--- config.mk ---
export PLATFORM = sky130hd
export DESIGN_NAME = dns_response_first_a_record_parser
export DESIGN_NICKNAME = d
export VERILOG_FILES = /design/src/rtl/drp_pkg.sv /design/src/rtl/drp_input_stage.sv /design/src/rtl/drp_parser.sv /design/src/rtl/drp_output_stage.sv /design/src/rtl/dns_response_first_a_record_parser.sv
export SDC_FILE = /design/constraint.sdc
export NUM_CORES = 1
export LEC_CHECK = 0
export ABC_CLOCK_PERIOD_IN_PS = 3300
export BUFFER_PORTS_ARGS = -buffer_cell sky130_fd_sc_hd__buf_2
export CAP_MARGIN = 20
export CORE_AREA = 2 2 159 146
export CTS_CLUSTER_DIAMETER = 60
export DETAILED_ROUTE_END_ITERATION = 16
export DIE_AREA = 0 0 161 148
export HOLD_SLACK_MARGIN = 0.03
export PLACE_DENSITY = 0.82
export SYNTH_ARGS = -nofsm -noshare
export SYNTH_HDL_FRONTEND = slang
export SYNTH_SLANG_ARGS = --single-unit
export TNS_END_PERCENT = 30
--- constraint.sdc ---
create_clock -name clock -period 3.3 [get_ports clock]
set_input_delay 0.33 -clock clock [delete_from_list [all_inputs] [get_ports clock]]
set_output_delay 0.33 -clock clock [all_outputs]
set_load 0.02 [all_outputs]
--- src/rtl/drp_pkg.sv ---
package drp_pkg;

   localparam int DEF_MAX_MESSAGE_BYTES = 1500;

   localparam logic [15:0] TYPE_A          = 16'd1;
   localparam logic [15:0] A_RDATA_BYTES   = 16'd4;
   localparam logic [7:0]  PTR_MASK        = 8'hc0;
   localparam logic [7:0]  RCODE_MASK      = 8'h0f;
   localparam logic [7:0]  MAX_LABEL       = 8'd63;
   localparam int          HEADER_BYTES    = 12;
   localparam logic [3:0]  Q_FIXED_BYTES   = 4'd4;
   localparam logic [3:0]  A_FIXED_BYTES   = 4'd10;
   localparam logic [3:0]  ADDR_BYTES      = 4'd4;

   // header byte offsets
   localparam int HDR_ID_HI  = 0;
   localparam int HDR_ID_LO  = 1;
   localparam int HDR_FLAGS  = 3;
   localparam int HDR_QD_HI  = 4;
   localparam int HDR_QD_LO  = 5;
   localparam int HDR_AN_HI  = 6;
   localparam int HDR_AN_LO  = 7;
   localparam int HDR_LAST   = HEADER_BYTES - 1;

   // answer fixed field offsets
   localparam logic [3:0] AF_TYPE_HI = 4'd0;
   localparam logic [3:0] AF_TYPE_LO = 4'd1;
   localparam logic [3:0] AF_LEN_HI  = 4'd8;
   localparam logic [3:0] AF_LEN_LO  = 4'd9;

   // parse phases
   localparam logic [3:0] PH_HDR     = 4'd0;
   localparam logic [3:0] PH_Q_NAME  = 4'd1;
   localparam logic [3:0] PH_Q_PTR   = 4'd2;
   localparam logic [3:0] PH_Q_LABEL = 4'd3;
   localparam logic [3:0] PH_Q_FIXED = 4'd4;
   localparam logic [3:0] PH_A_NAME  = 4'd5;
   localparam logic [3:0] PH_A_PTR   = 4'd6;
   localparam logic [3:0] PH_A_LABEL = 4'd7;
   localparam logic [3:0] PH_A_FIXED = 4'd8;
   localparam logic [3:0] PH_A_RDATA = 4'd9;
   localparam logic [3:0] PH_A_ADDR  = 4'd10;
   localparam logic [3:0] PH_IDLE    = 4'd11;

   // result status codes
   localparam logic [3:0] ST_OK      = 4'd0;
   localparam logic [3:0] ST_SHORT   = 4'd1;
   localparam logic [3:0] ST_ID      = 4'd2;
   localparam logic [3:0] ST_RCODE   = 4'd3;
   localparam logic [3:0] ST_NOANS   = 4'd4;
   localparam logic [3:0] ST_BADQ    = 4'd5;
   localparam logic [3:0] ST_BADA    = 4'd6;
   localparam logic [3:0] ST_OVERRUN = 4'd7;
   localparam logic [3:0] ST_NOA     = 4'd8;

   typedef struct packed {
      logic [7:0] data_byte;
      logic       last;
   } drp_byte_type;

   typedef struct packed {
      logic [3:0]  status;
      logic [3:0]  rcode;
      logic [31:0] address;
   } drp_result_type;

   typedef struct packed {
      logic free;
   } drp_out_state_type;

endpackage

--- src/rtl/drp_input_stage.sv ---
module drp_input_stage
   import drp_pkg::*;
(
   input  logic              clock,
   input  logic              reset,
   input  logic              req_valid,
   output logic              req_stall,
   input  logic [7:0]        req_data_byte,
   input  logic              req_last,
   input  drp_out_state_type out_state,
   output logic              byte_valid,
   output drp_byte_type      byte_out
);

   logic         valid_ff;
   logic         valid_in;
   drp_byte_type byte_ff;
   logic         accept;

   // a last byte needs room in the result register
   assign byte_valid = valid_ff && (!byte_ff.last || out_state.free);
   assign req_stall  = valid_ff && byte_ff.last && !out_state.free;
   assign accept     = req_valid && !req_stall;
   assign byte_out   = byte_ff;

   always_comb begin
      valid_in = valid_ff;
      if (accept) begin
         valid_in = 1'b1;
      end else if (byte_valid) begin
         valid_in = 1'b0;
      end
   end

   always_ff @(posedge clock) begin
      if (reset) begin
         valid_ff <= 1'b0;
      end else begin
         valid_ff <= valid_in;
      end
   end

   always_ff @(posedge clock) begin
      if (accept) begin
         byte_ff <= '{data_byte: req_data_byte, last: req_last};
      end
   end

endmodule

--- src/rtl/drp_parser.sv ---
module drp_parser
   import drp_pkg::*;
#(
   parameter int MAX_MESSAGE_BYTES = DEF_MAX_MESSAGE_BYTES
)
(
   input  logic           clock,
   input  logic           reset,
   input  logic [15:0]    expected_id,
   input  logic           byte_valid,
   input  drp_byte_type   byte_in,
   output logic           emit,
   output drp_result_type result
);

   localparam int POS_W = $clog2(MAX_MESSAGE_BYTES + 1);

   logic [POS_W-1:0] pos_ff, pos_in;
   logic [3:0]       phase_ff, phase_in;
   logic [15:0]      qleft_ff, qleft_in;
   logic [15:0]      aleft_ff, aleft_in;
   logic [15:0]      skip_ff, skip_in;
   logic [15:0]      rtype_ff, rtype_in;
   logic [15:0]      rlen_ff, rlen_in;
   logic [3:0]       fidx_ff, fidx_in;
   logic [31:0]      acc_ff, acc_in;
   logic [7:0]       idhi_ff, idhi_in;
   logic [3:0]       status_ff, status_in;
   logic             found_ff, found_in;
   logic [3:0]       rcode_ff, rcode_in;

   logic [7:0]       b;
   logic             is_q;
   logic [3:0]       end_status;
   logic [15:0]      aleft_dec;
   logic [3:0]       fidx_inc;

   assign b         = byte_in.data_byte;
   assign is_q      = (phase_ff == PH_Q_NAME);
   assign aleft_dec = aleft_ff - 16'd1;
   assign fidx_inc  = fidx_ff + 4'd1;

   always_comb begin
      pos_in    = pos_ff;
      phase_in  = phase_ff;
      qleft_in  = qleft_ff;
      aleft_in  = aleft_ff;
      skip_in   = skip_ff;
      rtype_in  = rtype_ff;
      rlen_in   = rlen_ff;
      fidx_in   = fidx_ff;
      acc_in    = acc_ff;
      idhi_in   = idhi_ff;
      status_in = status_ff;
      found_in  = found_ff;
      rcode_in  = rcode_ff;
      emit      = 1'b0;
      end_status = ST_OK;
      result    = '{status: ST_OK, rcode: 4'd0, address: 32'd0};

      if (byte_valid) begin
         if (pos_ff < POS_W'(MAX_MESSAGE_BYTES)) begin
            pos_in = pos_ff + POS_W'(1);
            unique case (phase_ff) inside
               PH_HDR: begin
                  unique case (pos_ff)
                     POS_W'(HDR_ID_HI): idhi_in = b;
                     POS_W'(HDR_ID_LO): begin
                        if ({idhi_ff, b} != expected_id) begin
                           status_in = ST_ID;
                        end
                     end
                     POS_W'(HDR_FLAGS): begin
                        rcode_in = 4'(b & RCODE_MASK);
                        if (status_ff == ST_OK && rcode_in != 4'd0) begin
                           status_in = ST_RCODE;
                        end
                     end
                     POS_W'(HDR_QD_HI): qleft_in = {b, 8'd0};
                     POS_W'(HDR_QD_LO): qleft_in = {qleft_ff[15:8], b};
                     POS_W'(HDR_AN_HI): aleft_in = {b, 8'd0};
                     POS_W'(HDR_AN_LO): begin
                        aleft_in = {aleft_ff[15:8], b};
                        if (status_ff == ST_OK && aleft_in == 16'd0) begin
                           status_in = ST_NOANS;
                        end
                     end
                     default: ;
                  endcase
                  if (pos_ff == POS_W'(HDR_LAST)) begin
                     if (status_in != ST_OK) begin
                        phase_in = PH_IDLE;
                     end else begin
                        phase_in = (qleft_in != 16'd0) ? PH_Q_NAME : PH_A_NAME;
                     end
                  end
               end
               PH_Q_NAME, PH_A_NAME: begin
                  if (b == 8'd0) begin
                     phase_in = is_q ? PH_Q_FIXED : PH_A_FIXED;
                     fidx_in  = 4'd0;
                  end else if ((b & PTR_MASK) == PTR_MASK) begin
                     phase_in = is_q ? PH_Q_PTR : PH_A_PTR;
                  end else if (b > MAX_LABEL) begin
                     status_in = is_q ? ST_BADQ : ST_BADA;
                     phase_in  = PH_IDLE;
                  end else begin
                     skip_in  = {8'd0, b};
                     phase_in = is_q ? PH_Q_LABEL : PH_A_LABEL;
                  end
               end
               PH_Q_PTR: begin
                  phase_in = PH_Q_FIXED;
                  fidx_in  = 4'd0;
               end
               PH_A_PTR: begin
                  phase_in = PH_A_FIXED;
                  fidx_in  = 4'd0;
               end
               PH_Q_LABEL, PH_A_LABEL: begin
                  skip_in = skip_ff - 16'd1;
                  if (skip_in == 16'd0) begin
                     phase_in = (phase_ff == PH_Q_LABEL) ? PH_Q_NAME : PH_A_NAME;
                  end
               end
               PH_Q_FIXED: begin
                  fidx_in = fidx_inc;
                  if (fidx_inc >= Q_FIXED_BYTES) begin
                     qleft_in = qleft_ff - 16'd1;
                     phase_in = (qleft_in != 16'd0) ? PH_Q_NAME : PH_A_NAME;
                  end
               end
               PH_A_FIXED: begin
                  if (fidx_ff == AF_TYPE_HI) begin
                     rtype_in = {b, 8'd0};
                  end else if (fidx_ff == AF_TYPE_LO) begin
                     rtype_in = {rtype_ff[15:8], b};
                  end else if (fidx_ff == AF_LEN_HI) begin
                     rlen_in = {b, 8'd0};
                  end else if (fidx_ff == AF_LEN_LO) begin
                     rlen_in = {rlen_ff[15:8], b};
                  end
                  fidx_in = fidx_inc;
                  if (fidx_inc >= A_FIXED_BYTES) begin
                     if (rtype_in == TYPE_A && rlen_in == A_RDATA_BYTES) begin
                        phase_in = PH_A_ADDR;
                        fidx_in  = 4'd0;
                        acc_in   = 32'd0;
                     end else if (rlen_in == 16'd0) begin
                        aleft_in = aleft_dec;
                        if (aleft_dec == 16'd0) begin
                           status_in = ST_NOA;
                           phase_in  = PH_IDLE;
                        end else begin
                           phase_in = PH_A_NAME;
                        end
                     end else begin
                        skip_in  = rlen_in;
                        phase_in = PH_A_RDATA;
                     end
                  end
               end
               PH_A_RDATA: begin
                  skip_in = skip_ff - 16'd1;
                  if (skip_in == 16'd0) begin
                     aleft_in = aleft_dec;
                     if (aleft_dec == 16'd0) begin
                        status_in = ST_NOA;
                        phase_in  = PH_IDLE;
                     end else begin
                        phase_in = PH_A_NAME;
                     end
                  end
               end
               PH_A_ADDR: begin
                  acc_in  = {acc_ff[23:0], b};
                  fidx_in = fidx_inc;
                  if (fidx_inc >= ADDR_BYTES) begin
                     found_in  = 1'b1;
                     status_in = ST_OK;
                     phase_in  = PH_IDLE;
                  end
               end
               default: ;
            endcase
         end

         if (byte_in.last) begin
            unique case (phase_in) inside
               PH_IDLE: end_status = status_in;
               PH_HDR:  end_status = ST_SHORT;
               PH_Q_NAME, PH_Q_PTR, PH_Q_LABEL, PH_Q_FIXED: end_status = ST_BADQ;
               PH_A_NAME, PH_A_PTR, PH_A_LABEL, PH_A_FIXED: end_status = ST_BADA;
               default: end_status = ST_OVERRUN;
            endcase
            emit   = 1'b1;
            result = '{status:  end_status,
                       rcode:   rcode_in,
                       address: (end_status == ST_OK && found_in) ? acc_in : 32'd0};
            pos_in    = '0;
            phase_in  = PH_HDR;
            qleft_in  = 16'd0;
            aleft_in  = 16'd0;
            skip_in   = 16'd0;
            rtype_in  = 16'd0;
            rlen_in   = 16'd0;
            fidx_in   = 4'd0;
            acc_in    = 32'd0;
            idhi_in   = 8'd0;
            status_in = ST_OK;
            found_in  = 1'b0;
            rcode_in  = 4'd0;
         end
      end
   end

   always_ff @(posedge clock) begin
      if (reset) begin
         pos_ff    <= '0;
         phase_ff  <= PH_HDR;
         qleft_ff  <= 16'd0;
         aleft_ff  <= 16'd0;
         skip_ff   <= 16'd0;
         rtype_ff  <= 16'd0;
         rlen_ff   <= 16'd0;
         fidx_ff   <= 4'd0;
         acc_ff    <= 32'd0;
         idhi_ff   <= 8'd0;
         status_ff <= ST_OK;
         found_ff  <= 1'b0;
         rcode_ff  <= 4'd0;
      end else begin
         pos_ff    <= pos_in;
         phase_ff  <= phase_in;
         qleft_ff  <= qleft_in;
         aleft_ff  <= aleft_in;
         skip_ff   <= skip_in;
         rtype_ff  <= rtype_in;
         rlen_ff   <= rlen_in;
         fidx_ff   <= fidx_in;
         acc_ff    <= acc_in;
         idhi_ff   <= idhi_in;
         status_ff <= status_in;
         found_ff  <= found_in;
         rcode_ff  <= rcode_in;
      end
   end

endmodule

--- src/rtl/drp_output_stage.sv ---
module drp_output_stage
   import drp_pkg::*;
(
   input  logic              clock,
   input  logic              reset,
   input  logic              emit,
   input  drp_result_type    result,
   output drp_out_state_type out_state,
   output logic              rsp_valid,
   input  logic              rsp_stall,
   output logic [3:0]        rsp_status,
   output logic [3:0]        rsp_rcode,
   output logic [31:0]       rsp_address
);

   logic           valid_ff;
   logic           valid_in;
   drp_result_type result_ff;

   assign out_state   = '{free: !valid_ff || !rsp_stall};
   assign rsp_valid   = valid_ff;
   assign rsp_status  = result_ff.status;
   assign rsp_rcode   = result_ff.rcode;
   assign rsp_address = result_ff.address;

   always_comb begin
      valid_in = valid_ff && rsp_stall;
      if (emit) begin
         valid_in = 1'b1;
      end
   end

   always_ff @(posedge clock) begin
      if (reset) begin
         valid_ff <= 1'b0;
      end else begin
         valid_ff <= valid_in;
      end
   end

   always_ff @(posedge clock) begin
      if (emit) begin
         result_ff <= result;
      end
   end

endmodule

--- src/rtl/dns_response_first_a_record_parser.sv ---
// dns response parser, first A record
// request channel: one message byte per request (req_data_byte), req_last on
// the final byte; valid/stall handshake, accepted when req_valid && !req_stall
// response channel: one response per message, issued for the request that
// carries req_last: status, rcode and the IPv4 address of the first A record
// csr channel: csr_expected_id written when csr_valid && csr_ready; csr_ready
// is always high, write only between messages
// response path: the last request passes the input register and the parse
// logic, and rsp_valid then rises from the output register
// throughput: one request per cycle while req_stall is low; each byte passes
// an input register and one pass of parse logic, the response sits in an
// output register; bytes beyond MAX_MESSAGE_BYTES are ignored
// receiver stall: the response holds; further bytes keep flowing until a
// second last byte waits in the input register, then req_stall rises
// reset: synchronous; clears parse state, empties both registers, sets the
// expected id to 0
module dns_response_first_a_record_parser
   import drp_pkg::*;
#(
   parameter int MAX_MESSAGE_BYTES = DEF_MAX_MESSAGE_BYTES
)
(
   input  logic        clock,
   input  logic        reset,
   input  logic        req_valid,
   output logic        req_stall,
   input  logic [7:0]  req_data_byte,
   input  logic        req_last,
   output logic        rsp_valid,
   input  logic        rsp_stall,
   output logic [3:0]  rsp_status,
   output logic [3:0]  rsp_rcode,
   output logic [31:0] rsp_address,
   input  logic        csr_valid,
   output logic        csr_ready,
   input  logic [15:0] csr_expected_id
);

   logic [15:0]       expected_id_ff;
   logic              byte_valid;
   drp_byte_type      byte_data;
   logic              emit;
   drp_result_type    result;
   drp_out_state_type out_state;

   assign csr_ready = 1'b1;

   always_ff @(posedge clock) begin
      if (reset) begin
         expected_id_ff <= 16'd0;
      end else if (csr_valid && csr_ready) begin
         expected_id_ff <= csr_expected_id;
      end
   end

   drp_input_stage u_input (
      .clock         (clock),
      .reset         (reset),
      .req_valid     (req_valid),
      .req_stall     (req_stall),
      .req_data_byte (req_data_byte),
      .req_last      (req_last),
      .out_state     (out_state),
      .byte_valid    (byte_valid),
      .byte_out      (byte_data)
   );

   drp_parser #(
      .MAX_MESSAGE_BYTES (MAX_MESSAGE_BYTES)
   ) u_parser (
      .clock       (clock),
      .reset       (reset),
      .expected_id (expected_id_ff),
      .byte_valid  (byte_valid),
      .byte_in     (byte_data),
      .emit        (emit),
      .result      (result)
   );

   drp_output_stage u_output (
      .clock       (clock),
      .reset       (reset),
      .emit        (emit),
      .result      (result),
      .out_state   (out_state),
      .rsp_valid   (rsp_valid),
      .rsp_stall   (rsp_stall),
      .rsp_status  (rsp_status),
      .rsp_rcode   (rsp_rcode),
      .rsp_address (rsp_address)
   );

endmodule

==> results.toml <==
[critical_path]
rr_worst_depth = 11
crit_path_end_kind = "register"
path_cells = "or4_1 -> nor4_1 -> o221ai_4 -> nand2b_4 -> o32ai_4 -> o211ai_1 -> a211oi_2 -> buf_4 -> nand4_4 -> buf_6 -> nor3_4"
r2r-start = "u_parser.rlen_ff[5]"
start_kind = "register"
r2r_end = "u_output.rsp_address[0]"
cp.required_ns = 3.66
critPathKind = "reg -> reg"
cp.arrival_ns = 3.74
critPathMaxFanout = 7
cp_slowest_stage_delay_ns = 0.49
cp-endpoint = "u_output.rsp_address[0]"
crit_start = "u_parser.rlen_ff[5]"
r2r_slack_ns = -0.08
critical_path.slowest_cell = "or4_1"

[placed_design]
port_buffers = 71
place_ws_ns = -0.0789
dp_hpwl_um = 26600
globalplace.congestion = 1.06

[hold_path]
hold_path.class = "in -> reg"
holdPathStages = 3

[power]
p_seq_frac = 0.452
power_leakage_nw = 6.07
p_switching_mw = 1.45
pwr-share-comb = 0.070
pwr_density_cell_mw_per_mm2 = 397
peakVddDrop_v = 0.000451
clkPwrFrac = 0.477
internal-power_mw = 4.61
switching_share = 0.239

[logic_synthesis]
ys_async_sr_fraction = 0
synth_flop_cell = "dfxtp_1"
syn_nets = 1481
yosysUniqueCellTypes = 90
seq_area_frac_synth = 0.392
synth_edf_count = 49
ys_ff_latch = 215
ys_warn_count = 0
avgSynthCellArea_um2 = 8.52
syn_inst = 1435
syn_area_mm2 = 0.0122

[global_routing]
grt_pass1_wl_um = 61700
antenna_found_initial = 0
grt_overflow = 0
grt_use_total = 0.319
grt_max_degree = 60
grt_pass1_vias = 11800

[routing]
via_per_inst = 6.51
vias = 12500
final_antenna_net_count = 0
drt_wl_total_um = 39600
avgRoutedWirePerCell_um = 20.7
drc = 0
drt_iter0_drc = 1297
drt-pass1-iter-count = 8

[die]
die-area_mm2 = 0.0238
die_w_um = 161
dieHeight_um = 148
top_level_ports = 73
core_mm2 = 0.0221
std_cell_rows = 52
start_util = 0.553

[layout]
nets = 1649
final_core_util = 0.690
nFillCells = 1675
syn_to_final_growth_pct = 24.9
multi_input_area_mm2 = 0.00717
final_common_cell = "nor2_1"
final_layout_size_suffix_gt1_frac = 0.249
final_cell_mix = "nor2_1, buf_4, dfxtp_1, a22oi_1, nand2_1"
regArea_mm2 = 0.00480
insertedDiodeCount = 0

[sta]
slew_headroom = 0.387
setup_viol = 32
rsz0062_at_grt = "true"
hold_viol_final = 0
finalCritPeriodShare = 1.02
fmax_mhz = 296
worstMarginPinSlew_ns = 0.914
maxSlewViolCount = 0
finalWorstSetupSlack_ns = -0.0823
post-route-min-period_ns = 3.38
skew_ns = 0.0106

[status]
violations = "setup timing"
outcome = "finished with violations"

[clock_tree]
clk_latency_ns = 0.52
path_clk_slew_ns = 0.06
cts_tree = "yes"
cts_sinks = 215
clock_path_buffers = 3
numCtsBuffers = 25
htreeDepth = 1
ctsRootBufferMaster = "clkbuf_16"

[flow_run]
max-cap-violations = 0
[layer usage]
metal / GRT usage / share of wire
met3: 0.0547 / 0.094
met5: 0 / 0
met4: 0.142 / 0.048
met1: 0.421 / 0.40
met2: 0.515 / 0.46
[layout make-up]
cell class / instances / share of cell area
Timing Repair Buffer: 264 / 0.130
Inverter: 22 / 0.00541
Multi-Input combinational cell: 1075 / 0.470
Clock buffer: 31 / 0.0451
Sequential cell: 215 / 0.314
Tap cell: 297 / 0.0243
Clock inverter: 14 / 0.0114
[registers in the layout, summed over array words and instances, names as in the netlist, 8 cells and up]
signal and count:
u_output.rsp_address 32, u_parser.acc_ff 32, expected_id_ff 16, u_parser.aleft_ff 16, u_parser.qleft_ff 16, u_parser.rlen_ff 16
u_parser.rtype_ff 16, u_parser.skip_ff 16, u_parser.pos_ff 11, u_input.byte_out 9, u_parser.idhi_ff 8
[cells in the mapped netlist (9+ instances only)]
library cell    n  area (µm²)
a21o_1         11        82.6
a21oi_1        62         310
a221oi_1       12         105
a22oi_1       141        1060
and2_1         12        75.1
and3_1         13        81.3
buf_6           9         101
clkbuf_1      106         398
dfxtp_1       166        3320
edfxtp_1       49        1470
ha_1           16         200
inv_1          22        82.6
mux2i_1        36         360
nand2_1        85         319
nand2b_1       15        93.8
nand3_1        33         165
nand4_1        14        87.6
nor2_1        226         848
nor3_1         32         160
nor3_2         31         310
nor4_1         35         219
o21ai_0        43         215
o21ai_1         9        45.0
o22ai_1        13        81.3
or3_1          28         175
or4_1          11        82.6
xnor2_1        11        96.3
xor2_1         34         298
[power groups by stage]
stage               registers (mW)  logic [mW]  clock network, mW
finish                        2.74       0.426               2.89
detailed placement            2.80       0.382                  0
global route                  2.74       0.449               3.02
CTS                           2.74       0.408               2.92
global placement              2.80       0.376                  0
floorplan                     2.80       0.214                  0
[repair_timing]
item / CTS / global route
resized for setup: 26 / 46
setup endpoints to repair: 36 / 51
cloned: 2 / 1
pin swaps: 7 / 18
setup buffers: 7 / 5
hold buffers: 10 / 0
endpoints found under the hold margin: 10 / 0
[logic make-up (layout without fill, tap and decap cells)]
family                   Yosys count  count (layout)  synth area share
AND/OR/NAND/NOR                  585             585             0.251
AO/OA/AOI/OAI                    392             392             0.228
flip-flops                       215             215             0.392
buffers and inverters            145             331            0.0506
XOR/XNOR                          45              45            0.0322
multiplexers                      36              36            0.0295
adder cells (fa/ha/maj)           16              16            0.0164
other                              1               1          0.000307
[critical path: cells and delay by family (launching register included)]
kind,cells,cell delay [ns]
buffers and inverters,2,0.38
AOI/OAI and AO/OA,4,0.93
DFF,1,0.33
and+or+nand+nor,5,1.56
[how the worst min path moves through the flow]
stage                                     from  slack [ns]                    to
after floorplan                       req_last        0.43   u_input.byte_out[0]
after global placement       u_parser.found_ff        0.45     u_parser.found_ff
after detailed placement  u_parser.rtype_ff[0]        0.48  u_parser.rtype_ff[0]
after CTS                   csr_expected_id[2]        0.03     expected_id_ff[2]
after global routing        csr_expected_id[9]        0.05     expected_id_ff[9]
final                       csr_expected_id[9]        0.04     expected_id_ff[9]
[stage by stage]
| step | std cells | setup TNS (ns) | hold WS [ns] | power, mW | instance area [µm²] |
|---|---|---|---|---|---|
| finish | 1918 | -1.16 | 0.0420 | 6.06 | 15300 |
| CTS | 1912 | -0.363 | 0.0303 | 6.07 | 15000 |
| detailed placement | 1848 | -1.99 | 0.481 | 3.18 | 13800 |
| global route | 1918 | -4.61 | 0.0488 | 6.21 | 15300 |
| global placement | 1848 | -1.48 | 0.451 | 3.18 | 13800 |
| floorplan | 1435 | 0 | 0.429 | 3.01 | 12300 |
(Power assumes the default switching activity.)
